**src/rtl/rfd_pkg.sv**
```systemverilog
`default_nettype none
package rfd_pkg;

  localparam logic [7:0] START_BYTE = 8'h68;
  localparam logic [7:0] END_BYTE   = 8'h16;
  localparam logic [7:0] TYPE_MASK  = 8'h07;

  localparam int HEADER_BYTES = 19;

  localparam logic [15:0] OFF_LEN_LO   = 16'd1;
  localparam logic [15:0] OFF_LEN_HI   = 16'd2;
  localparam logic [15:0] OFF_CONTROL  = 16'd3;
  localparam logic [15:0] OFF_CMD_LO   = 16'd4;
  localparam logic [15:0] OFF_CMD_HI   = 16'd7;
  localparam logic [15:0] OFF_ADDR_LO  = 16'd8;
  localparam logic [15:0] OFF_ADDR_HI  = 16'd13;
  localparam logic [15:0] OFF_START2   = 16'(HEADER_BYTES - 1);

  localparam logic [15:0] MAX_LEN_RESET = 16'd10240;

  localparam logic [1:0] KIND_PAYLOAD  = 2'd0;
  localparam logic [1:0] KIND_ACCEPTED = 2'd1;
  localparam logic [1:0] KIND_REJECTED = 2'd2;

  localparam logic [2:0] ERR_NONE      = 3'd0;
  localparam logic [2:0] ERR_NO_START2 = 3'd1;
  localparam logic [2:0] ERR_CHECKSUM  = 3'd2;
  localparam logic [2:0] ERR_BAD_END   = 3'd3;
  localparam logic [2:0] ERR_TOO_LONG  = 3'd4;

  localparam int QUEUE_DEPTH = 4;
  localparam int PTR_W       = $clog2(QUEUE_DEPTH);
  localparam int CNT_W       = $clog2(QUEUE_DEPTH + 1);

  typedef enum logic [4:0] {
    PH_HUNT    = 5'b00001,
    PH_HEADER  = 5'b00010,
    PH_PAYLOAD = 5'b00100,
    PH_CHECK   = 5'b01000,
    PH_END     = 5'b10000
  } phase_t;

  typedef struct packed {
    logic [1:0]  kind;
    logic [7:0]  data;
    logic [7:0]  control;
    logic [31:0] command;
    logic [47:0] address;
    logic [15:0] length;
    logic [2:0]  code;
  } rec_t;

endpackage
`default_nettype wire

```
**src/rtl/radio_frame_deframer.sv**
```systemverilog
// A result is pushed into the result queue when its byte is accepted and moves on into the output register.
// Input: one byte per cycle while the result queue is not full; the parser updates its state once per accepted byte.
// A four-entry result queue and the output register absorb output stalls.
// Reset (rst, synchronous, active high): hunting, queue empty, no output, max length 10240.
`default_nettype none
module radio_frame_deframer (
  input  wire logic        clk,
  input  wire logic        rst,
  input  wire logic        cfg_wr_en,
  input  wire logic [15:0] cfg_wr_data,
  input  wire logic        in_valid,
  output logic             in_ready,
  input  wire logic [7:0]  rx_byte,
  output logic             out_valid,
  input  wire logic        out_ready,
  output logic [1:0]       result_kind,
  output logic [7:0]       payload_byte,
  output logic [2:0]       frame_type,
  output logic             status_flag,
  output logic             ack_flag,
  output logic [31:0]      command_word,
  output logic [47:0]      peer_address,
  output logic [15:0]      payload_length,
  output logic [2:0]       error_code
);

  rfd_pkg::rec_t push_rec;
  rfd_pkg::rec_t head;
  logic          push;
  logic          pop;
  logic          full;
  logic          empty;

  rfd_front u_front (
    .clk         (clk),
    .rst         (rst),
    .cfg_wr_en   (cfg_wr_en),
    .cfg_wr_data (cfg_wr_data),
    .in_valid    (in_valid),
    .in_ready    (in_ready),
    .rx_byte     (rx_byte),
    .queue_full  (full),
    .push        (push),
    .rec         (push_rec)
  );

  rfd_queue u_queue (
    .clk      (clk),
    .rst      (rst),
    .push     (push),
    .push_rec (push_rec),
    .full     (full),
    .pop      (pop),
    .empty    (empty),
    .head     (head)
  );

  rfd_back u_back (
    .clk            (clk),
    .rst            (rst),
    .queue_empty    (empty),
    .head           (head),
    .pop            (pop),
    .out_valid      (out_valid),
    .out_ready      (out_ready),
    .result_kind    (result_kind),
    .payload_byte   (payload_byte),
    .frame_type     (frame_type),
    .status_flag    (status_flag),
    .ack_flag       (ack_flag),
    .command_word   (command_word),
    .peer_address   (peer_address),
    .payload_length (payload_length),
    .error_code     (error_code)
  );

endmodule
`default_nettype wire

```
**src/rtl/rfd_front.sv**
```systemverilog
`default_nettype none
module rfd_front (
  input  wire logic          clk,
  input  wire logic          rst,
  input  wire logic          cfg_wr_en,
  input  wire logic [15:0]   cfg_wr_data,
  input  wire logic          in_valid,
  output logic               in_ready,
  input  wire logic [7:0]    rx_byte,
  input  wire logic          queue_full,
  output logic               push,
  output rfd_pkg::rec_t      rec
);

  rfd_pkg::phase_t phase, phase_next;
  logic [15:0] max_len;
  logic [15:0] counter, counter_next;
  logic [15:0] length, length_next;
  logic [7:0]  sum, sum_next;
  logic [7:0]  control, control_next;
  logic [31:0] command, command_next;
  logic [47:0] address, address_next;
  logic [15:0] len_new;
  logic        accept;
  logic        emit;

  assign in_ready = !queue_full;
  assign accept   = in_valid && in_ready;
  assign push     = accept && emit;
  assign len_new  = {rx_byte, length[7:0]};

  always_comb begin
    phase_next   = phase;
    counter_next = counter;
    length_next  = length;
    sum_next     = sum;
    control_next = control;
    command_next = command;
    address_next = address;
    emit         = 1'b0;
    rec          = '0;
    unique case (phase)
      rfd_pkg::PH_HEADER: begin
        sum_next     = sum + rx_byte;
        counter_next = counter + 16'd1;
        if (counter == rfd_pkg::OFF_LEN_LO) begin
          length_next[7:0] = rx_byte;
        end else if (counter == rfd_pkg::OFF_LEN_HI) begin
          length_next = len_new;
          if (len_new > max_len) begin
            emit       = 1'b1;
            rec.kind   = rfd_pkg::KIND_REJECTED;
            rec.code   = rfd_pkg::ERR_TOO_LONG;
            phase_next = rfd_pkg::PH_HUNT;
          end
        end else if (counter == rfd_pkg::OFF_CONTROL) begin
          control_next = rx_byte;
        end else if (counter >= rfd_pkg::OFF_CMD_LO && counter <= rfd_pkg::OFF_CMD_HI) begin
          command_next[{counter[1:0], 3'b000} +: 8] = rx_byte;
        end else if (counter >= rfd_pkg::OFF_ADDR_LO && counter <= rfd_pkg::OFF_ADDR_HI) begin
          address_next = {address[39:0], rx_byte};
        end else if (counter >= rfd_pkg::OFF_START2) begin
          if (rx_byte != rfd_pkg::START_BYTE) begin
            emit       = 1'b1;
            rec.kind   = rfd_pkg::KIND_REJECTED;
            rec.code   = rfd_pkg::ERR_NO_START2;
            phase_next = rfd_pkg::PH_HUNT;
          end else begin
            counter_next = '0;
            phase_next   = (length != 16'd0) ? rfd_pkg::PH_PAYLOAD : rfd_pkg::PH_CHECK;
          end
        end
      end
      rfd_pkg::PH_PAYLOAD: begin
        sum_next     = sum + rx_byte;
        counter_next = counter + 16'd1;
        if (counter_next >= length) begin
          phase_next = rfd_pkg::PH_CHECK;
        end
        emit     = 1'b1;
        rec.kind = rfd_pkg::KIND_PAYLOAD;
        rec.data = rx_byte;
      end
      rfd_pkg::PH_CHECK: begin
        sum_next   = sum ^ rx_byte;
        phase_next = rfd_pkg::PH_END;
      end
      rfd_pkg::PH_END: begin
        emit       = 1'b1;
        phase_next = rfd_pkg::PH_HUNT;
        if (rx_byte != rfd_pkg::END_BYTE) begin
          rec.kind = rfd_pkg::KIND_REJECTED;
          rec.code = rfd_pkg::ERR_BAD_END;
        end else if (sum != 8'd0) begin
          rec.kind = rfd_pkg::KIND_REJECTED;
          rec.code = rfd_pkg::ERR_CHECKSUM;
        end else begin
          rec.kind    = rfd_pkg::KIND_ACCEPTED;
          rec.control = control;
          rec.command = command;
          rec.address = address;
          rec.length  = length;
          rec.code    = rfd_pkg::ERR_NONE;
        end
      end
      default: begin
        phase_next = rfd_pkg::PH_HUNT;
        if (rx_byte == rfd_pkg::START_BYTE) begin
          phase_next   = rfd_pkg::PH_HEADER;
          counter_next = 16'd1;
          sum_next     = rfd_pkg::START_BYTE;
          length_next  = '0;
          control_next = '0;
          command_next = '0;
          address_next = '0;
        end
      end
    endcase
  end

  always_ff @(posedge clk) begin
    if (rst) begin
      phase   <= rfd_pkg::PH_HUNT;
      max_len <= rfd_pkg::MAX_LEN_RESET;
      counter <= '0;
      length  <= '0;
      sum     <= '0;
      control <= '0;
      command <= '0;
      address <= '0;
    end else begin
      if (cfg_wr_en) begin
        max_len <= cfg_wr_data;
      end
      if (accept) begin
        phase   <= phase_next;
        counter <= counter_next;
        length  <= length_next;
        sum     <= sum_next;
        control <= control_next;
        command <= command_next;
        address <= address_next;
      end
    end
  end

endmodule
`default_nettype wire

```
**src/rtl/rfd_queue.sv**
```systemverilog
`default_nettype none
module rfd_queue (
  input  wire logic          clk,
  input  wire logic          rst,
  input  wire logic          push,
  input  wire rfd_pkg::rec_t push_rec,
  output logic               full,
  input  wire logic          pop,
  output logic               empty,
  output rfd_pkg::rec_t      head
);

  rfd_pkg::rec_t mem [rfd_pkg::QUEUE_DEPTH];
  logic [rfd_pkg::PTR_W-1:0] wr_ptr;
  logic [rfd_pkg::PTR_W-1:0] rd_ptr;
  logic [rfd_pkg::CNT_W-1:0] count;

  assign full  = (count == rfd_pkg::CNT_W'(rfd_pkg::QUEUE_DEPTH));
  assign empty = (count == '0);
  assign head  = mem[rd_ptr];

  always_ff @(posedge clk) begin
    if (push) begin
      mem[wr_ptr] <= push_rec;
    end
  end

  always_ff @(posedge clk) begin
    if (rst) begin
      wr_ptr <= '0;
      rd_ptr <= '0;
      count  <= '0;
    end else begin
      if (push) begin
        wr_ptr <= wr_ptr + 1'b1;
      end
      if (pop) begin
        rd_ptr <= rd_ptr + 1'b1;
      end
      priority if (push && !pop) begin
        count <= count + 1'b1;
      end else if (pop && !push) begin
        count <= count - 1'b1;
      end
    end
  end

endmodule
`default_nettype wire

```
**src/rtl/rfd_back.sv**
```systemverilog
`default_nettype none
module rfd_back (
  input  wire logic          clk,
  input  wire logic          rst,
  input  wire logic          queue_empty,
  input  wire rfd_pkg::rec_t head,
  output logic               pop,
  output logic               out_valid,
  input  wire logic          out_ready,
  output logic [1:0]         result_kind,
  output logic [7:0]         payload_byte,
  output logic [2:0]         frame_type,
  output logic               status_flag,
  output logic               ack_flag,
  output logic [31:0]        command_word,
  output logic [47:0]        peer_address,
  output logic [15:0]        payload_length,
  output logic [2:0]         error_code
);

  logic [7:0] ctl_type;

  assign pop      = !queue_empty && (!out_valid || out_ready);
  assign ctl_type = head.control & rfd_pkg::TYPE_MASK;

  always_ff @(posedge clk) begin
    if (rst) begin
      out_valid <= 1'b0;
    end else if (pop) begin
      out_valid <= 1'b1;
    end else if (out_ready) begin
      out_valid <= 1'b0;
    end
  end

  always_ff @(posedge clk) begin
    if (pop) begin
      result_kind    <= head.kind;
      payload_byte   <= head.data;
      frame_type     <= ctl_type[2:0];
      status_flag    <= head.control[6];
      ack_flag       <= head.control[7];
      command_word   <= head.command;
      peer_address   <= head.address;
      payload_length <= head.length;
      error_code     <= head.code;
    end
  end

endmodule
`default_nettype wire

```
**config.mk**
```make
export PLATFORM = sky130hd
export DESIGN_NAME = radio_frame_deframer
export DESIGN_NICKNAME = d
export VERILOG_FILES = /design/src/rtl/rfd_pkg.sv /design/src/rtl/radio_frame_deframer.sv /design/src/rtl/rfd_front.sv /design/src/rtl/rfd_queue.sv /design/src/rtl/rfd_back.sv
export SDC_FILE = /design/constraint.sdc
export NUM_CORES = 1
export LEC_CHECK = 0
export BUFFER_PORTS_ARGS = -buffer_cell sky130_fd_sc_hd__clkbuf_2
export CORE_UTILIZATION = 35
export DETAILED_ROUTE_END_ITERATION = 6
export PLACE_DENSITY = 0.53
export SLEW_MARGIN = 20
export SYNTH_ARGS = -nofsm -noshare
export SYNTH_HDL_FRONTEND = slang
export SYNTH_SLANG_ARGS = --single-unit
export TNS_END_PERCENT = 10
```
**constraint.sdc**
```tcl
create_clock -name clk -period 20.6 [get_ports clk]
set_input_delay 2.06 -clock clk [delete_from_list [all_inputs] [get_ports clk]]
set_output_delay 2.06 -clock clk [all_outputs]
set_load 0.05 [all_outputs]
```
# After elaboration in Yosys (flattened, before gate mapping)
# Memories as Yosys holds them, arrays and structs flattened. A register that Yosys moved wholly into a read port is not among the register bits.
# Index checks and enable logic that the tools add are counted.
# classes
addsub,7
multipliers,0
n_div,0
magnitude_cmp,7
eq_ne,26
n_shift,2
muxes,88
bitwise_logic,4
reduce_logical,33
# ops
operator,count
2-to-1 mux 104 bit,3
2-to-1 mux 48 bit,6
2-to-1 mux 16 bit,10
2-to-1 mux 32 bit,5
case mux 48 bit (2 select lines),1
2-to-1 mux 8 bit,8
case mux 32 bit (2 select lines),1
case mux 16 bit (3 select lines),1
2-to-1 mux 5 bit,9
bitwise mux 32 bit,1
"equality test 16 x 2 -> 1 bit, second input constant",2
case mux 16 bit (2 select lines),1
"variable shift 8 x 7 -> 32 bit, first input constant",1
indexed part select 8 x 7 -> 32 bit,1
2-to-1 mux 3 bit,10
2-to-1 mux 2 bit,12
case mux 8 bit (3 select lines),1
case mux 5 bit (4 select lines),1
"adder 16 x 1 -> 16 bit, second input constant",1
"equality test 16 x 1 -> 1 bit, second input constant",1
greater-or-equal comparator 16 bit,1
"greater-or-equal comparator 16 x 3 -> 1 bit, second input constant",1
"greater-or-equal comparator 16 x 4 -> 1 bit, second input constant",1
"greater-or-equal comparator 16 x 5 -> 1 bit, second input constant",1
45 further kinds,87
# totals
reg_bits,157
latchBits,0
mem_bits_rw,468
romBits,0
output_inout_bits,116
word_cells,181
memories,1
# mem_list
name,depth,width,read_ports,rd_clocked_by_memory_dff,write_ports,line_no,text
u_queue.mem,4,117,1,1,1,rfd_queue.sv:13,rfd_pkg::rec_t mem [rfd_pkg::QUEUE_DEPTH];

# Longest topological paths before layout
# depth
ltp_word,14
depth_mapped,14
depth_no_buf,14

# Modules after synthesis
# From an unflattened synthesis, not the netlist that was laid out.
# hier_totals
hier_cells,1827
area_unflattened_um2,29144.2
# modules_own_cells
module,n_inst,cells_per_inst,area_each_um2,seq_area_each_um2
rfd_queue,1,655,17272.8,14233.7
rfd_front,1,1054,8391.8,2982.9
rfd_back,1,118,3479.6,3443.3

# Worst setup path after synthesis
# Ideal clock, no wire load.
# synth_timing
path_type,in2reg
startpoint,in out_ready
endpoint,reg u_queue.count[2] (netlist name)
setup_time_ns,0.070
arrival_ns,9.121
t_required_ns,20.530
path_slack_ns,11.408
stages,9
n_path_buf,0
path_cell_list,inv_1 a21oi_1 inv_1 ha_1 inv_1 fa_1 xor2_1 or3_1 a21oi_1
# synth_via
elab_chain_cells,5
word_cells_on_any_way,7
classes_between,mux: 1; reduce/logical: 6
# synth_rtl
item,line_no,text
"start, declared",radio_frame_deframer.sv:15,"input wire logic out_ready,"
logical OR 1 bit (*),rfd_back.sv:23,assign pop = !queue_empty && (!out_valid || out_ready);
logical AND 1 bit (*),rfd_back.sv:23,
via pop,radio_frame_deframer.sv:30,logic pop;
logical NOT 1 bit,rfd_queue.sv:40,priority if (push && !pop) begin
logical AND 1 bit,rfd_queue.sv:40,
2-to-1 mux 3 bit / nonzero test 2 bit (equally long branches),n/a,
"end signal, assigned",rfd_queue.sv:41,count <= count + 1'b1;
"end signal, assigned",rfd_queue.sv:43,count <= count - 1'b1;
"end, declared",rfd_queue.sv:16,logic [rfd_pkg::CNT_W-1:0] count;
# The timed path passes the listed nets; every way through them passes the cells marked *.
# A chain may end at the register's enable or synchronous reset.

# Final worst setup path
# layout_timing
startpoint,in rx_byte[6]
endpoint,mem u_queue.mem[2][28] (netlist name) (enable)
# layout_via
elab_chain_cells,12
word_cells_on_any_way,14
classes_between,order compare: 1; eq/ne: 1; mux: 11; reduce/logical: 1
# layout_rtl
item,line_no,text
"start, declared",radio_frame_deframer.sv:13,"input wire logic [7:0] rx_byte,"
!= test 8 x 7 -> 1 bit,rfd_front.sv:63,if (rx_byte != rfd_pkg::START_BYTE) begin
2-to-1 mux 1 bit,rfd_front.sv:63,
2-to-1 mux 1 bit,rfd_front.sv:62,end else if (counter >= rfd_pkg::OFF_START2) begin
2-to-1 mux 1 bit,rfd_front.sv:60,end else if (counter >= rfd_pkg::OFF_ADDR_LO && counter <= rfd_pkg::OFF_ADDR_HI) begin
2-to-1 mux 1 bit,rfd_front.sv:58,end else if (counter >= rfd_pkg::OFF_CMD_LO && counter <= rfd_pkg::OFF_CMD_HI) begin
2-to-1 mux 1 bit,rfd_front.sv:56,end else if (counter == rfd_pkg::OFF_CONTROL) begin
2-to-1 mux 1 bit (*),rfd_front.sv:48,end else if (counter == rfd_pkg::OFF_LEN_HI) begin
2-to-1 mux 1 bit (*),rfd_front.sv:46,if (counter == rfd_pkg::OFF_LEN_LO) begin
case mux 1 bit (2 select lines) (*),rfd_front.sv:42,unique case (phase)
logical AND 1 bit (*),rfd_front.sv:29,assign push = accept && emit;
via push,radio_frame_deframer.sv:29,logic push;
2-to-1 mux 1 bit (*),rfd_queue.sv:23,if (push) begin
2-to-1 mux 1 bit (implied by the code) (*),rfd_queue.sv:24,mem[wr_ptr] <= push_rec;
"end, declared",rfd_queue.sv:13,
# Marked as above.

==> results.py <==
metrics = {
    "status": {
        "status": "completed",
    },
    "clock_tree": {
        "clkTransAtPathRegs_ns": 0.06,
        "cts_setup_buffers": 0,
        "clock-sinks": 724,
        "cts.path.max_buffers": 3,
        "h-tree-depth": 3,
        "holdBufCountCts": 0,
        "ctsRootBufferMaster": "clkbuf_16",
        "post_cts_resized": 0,
        "tritoncts": "done",
        "cts_buffers": 78,
        "clkLatencyLatePin_ns": 0.63,
    },
    "floorplan": {
        "initial_core_util": 0.353,
        "rows": 104,
        "die_y_microns": 287,
        "die_area_sq_um": 82100,
        "design.portCount": 145,
        "die_x_microns": 287,
        "core-area_sq_um": 80300,
    },
    "worst_setup_path": {
        "r2r-end": "u_queue.mem[2][28]",
        "cp_data_required_time_ns": 20.84,
        "worstPathArrival_ns": 6.21,
        "r2r_setup_slack_ns": 15.88,
        "cpPeakStageDelay_ns": 0.88,
        "r2r-start": "u_front.counter[5]",
        "reg2reg_depth": 8,
        "slowest_stage": "and2_4",
        "crit_chain": "clkbuf_2, ha_1, nand4_1, nor4_1, o21ai_0, and3_1, or3_4, a41oi_4, and2_4, buf_4",
        "setup.worst_path.class": "in2reg",
        "cp_max_fo": 60,
        "critPathLaunch": "rx_byte[6]",
        "crit_path_end_kind": "register",
        "startpoint_type": "input pin",
    },
    "sta": {
        "timing.slew.headroom": 0.291,
        "skew_ns": 0.0197,
        "finalHoldViolations": 0,
        "rsz0062_at_grt": "no",
        "timing.final.ws_setup_ns": 14.62,
        "setup_tns_ns": 0,
        "fin_crit_ns": 5.98,
        "period_share": 0.290,
        "report.final.slew_viol_count": 0,
        "finalSetupViolCount": 0,
        "worst_slew_pin_slew_ns": 1.06,
        "fmax_mhz": 167,
    },
    "placement": {
        "io_buffer_count": 144,
        "pre_cts_ws_ns": 13.91,
        "hpwl_microns": 40800,
        "placed_cells": 2928,
        "gp_congestion": 0.811,
        "dpl_cell_area_sq_um": 30200,
    },
    "layout": {
        "fill_cells": 7283,
        "stdcell_count": 3074,
        "fin_util": 0.410,
        "design_area_sq_um": 32900,
        "area_growth_pct": 16.0,
        "drive_above_1_share": 0.210,
        "nets": 2029,
    },
    "logic_synthesis": {
        "synth_commonest_cells": "edfxtp_1, dfxtp_1, nand2_1",
        "synth_seq_cells": 724,
        "synth_top_family_by_area": "multiplexers",
        "ys_seq_area_frac": 0.712,
        "synthTopCellsByArea": "edfxtp_1, dfxtp_1, mux4_2",
        "syn_area_per_cell_sq_um": 15.7,
        "synthArstFlopShare": 0,
        "synth_edf_count": 570,
        "synthFlopType": "edfxtp_1",
        "synthCells": 1810,
        "ys_types": 65,
        "yosys_warnings": 0,
        "synthAdderAreaFrac": 0.0230,
        "synth.area.mux_share": 0.103,
        "synth_most_common_cell": "edfxtp_1",
        "synth_top_cell_by_area": "edfxtp_1",
        "synth_top_area_frac": 0.604,
        "synth_nets": 1890,
        "synthSimpleGateAreaFrac": 0.0914,
        "synth_xor_area_frac": 0.00587,
        "synth_compound_area_frac": 0.0437,
        "syn-cell-area_sq_um": 28400,
    },
    "routing": {
        "drt_iter0_drc": 1049,
        "viasPerCell": 5.03,
        "firstDrtPassIters": 5,
        "drtAntennaViolNets": 0,
        "drc": 0,
        "wl_per_cell_microns": 21.8,
        "wirelength_microns": 67200,
        "num_vias": 15468,
    },
    "global_routing": {
        "grt_first_pass_wirelength_microns": 102000,
        "grt_use_total": 0.165,
        "antenna_found_initial": 1,
        "grt_overflow": 0,
        "grt_max_degree": 90,
        "grt_pass1_vias": 16094,
    },
    "min_path": {
        "min_from": "u_front.command[23]",
        "whs_path_depth": 2,
        "worstHoldEndpoint": "u_front.command[23]",
        "hp-class": "reg2reg",
    },
    "pwr": {
        "leakage_nw": 9.94,
        "ir_drop_v": 0.000101,
        "power_density_nw_per_um2": 116,
    },
    "job": {
        "maxCapViolations": 0,
    },
}
## worst max-delay path by stage
stage,to,slack [ns],cells past startpoint
after floorplan,u_queue.count[2],11.41,9
after global placement,u_queue.mem[0][19],13.98,10
after detailed placement,u_queue.mem[0][6],13.91,10
after CTS,u_queue.mem[0][4],14.62,10
after global routing,u_queue.mem[0][28],14.33,10
final,u_queue.mem[2][28],14.62,10
## per-layer routing
metal | wire length (microns) | vias up | share of wire | GRT usage
met5 | 0 | - | 0 | 0
met4 | 1450 | 0 | 0.022 | 0.0501
met3 | 2840 | 97 | 0.042 | 0.0267
met2 | 33100 | 327 | 0.49 | 0.276
met1 | 29700 | 7875 | 0.44 | 0.219
li1 | - | 7169 | - | -
## critical path: cells and delay by family
family	cells	cell delay, ns
AND/OR/NAND/NOR	5	2.01
buffers and inverters	2	1.08
AO/OA/AOI/OAI	2	0.56
adder cells (fa/ha/maj)	1	0.37
## state kept, by name, indices dropped and copies added (netlist names), 5 cells and up
signal and cells:
u_queue.mem 456, u_back.peer_address 48, u_front.address 48, u_back.command_word 32, u_front.command 32, u_back.payload_length 16
u_front.counter 16, u_front.length 16, u_front.max_len 16, u_back.payload_byte 8, u_front.sum 8, u_front.control 5
u_front.phase 5
## where the power goes
group | internal, mW | switching [mW] | total (mW)
sequential | 1.69 | 0.0678 | 1.75
clock | 0.864 | 0.581 | 1.44
combinational | 0.145 | 0.484 | 0.629
## layout by cell type, fill, tap and decap left out, drive strengths merged, types with 5 or more instances in the layout
master | Yosys | layout
ha | 49 | 49
clkinvlp | 0 | 5
xor2 | 12 | 12
inv | 46 | 49
xnor2 | 7 | 7
mux2i | 33 | 33
and2 | 112 | 112
nor4 | 10 | 10
o21ai | 36 | 36
mux4 | 114 | 114
dfxtp | 154 | 154
nand4 | 13 | 13
nor3 | 25 | 25
and4 | 5 | 5
o31ai | 6 | 6
a21oi | 118 | 118
clkbuf | 71 | 238
edfxtp | 570 | 570
and3 | 13 | 13
bufinv | 0 | 10
nand2 | 123 | 123
nor2 | 92 | 92
nand3 | 89 | 89
buf | 31 | 18
a31oi | 6 | 6
clkinv | 0 | 31
a21o | 15 | 15
## layout make-up
| cell class | instances | area, sq um | area share |
|---|---|---|---|
| antenna | 1 | 2.50 | 0.0000761 |
| clock buffer | 95 | 2120 | 0.0645 |
| clock inverter | 49 | 563 | 0.0171 |
| inverter | 46 | 173 | 0.00525 |
| multi-input combinational | 938 | 7610 | 0.231 |
| sequential | 724 | 20200 | 0.615 |
| tap | 1060 | 1330 | 0.0403 |
| timing repair buffer | 161 | 878 | 0.0267 |
## stage by stage
stage / power (mW) / hold WS, ns
final: 3.83 / 0.448
after global routing: 3.97 / 0.463
after CTS: 3.89 / 0.449
after detailed placement: 2.43 / 0.442
after global placement: 2.43 / 0.438
after floorplan: 2.26 / 0.427
## cell families after synthesis
group           after synthesis
xor+xnor                     19
buf+inv                     148
flops                       724
simple gates                509
mux                         148
fa+ha+maj                    51
compound gates              211
(Power assumes the default switching activity.)
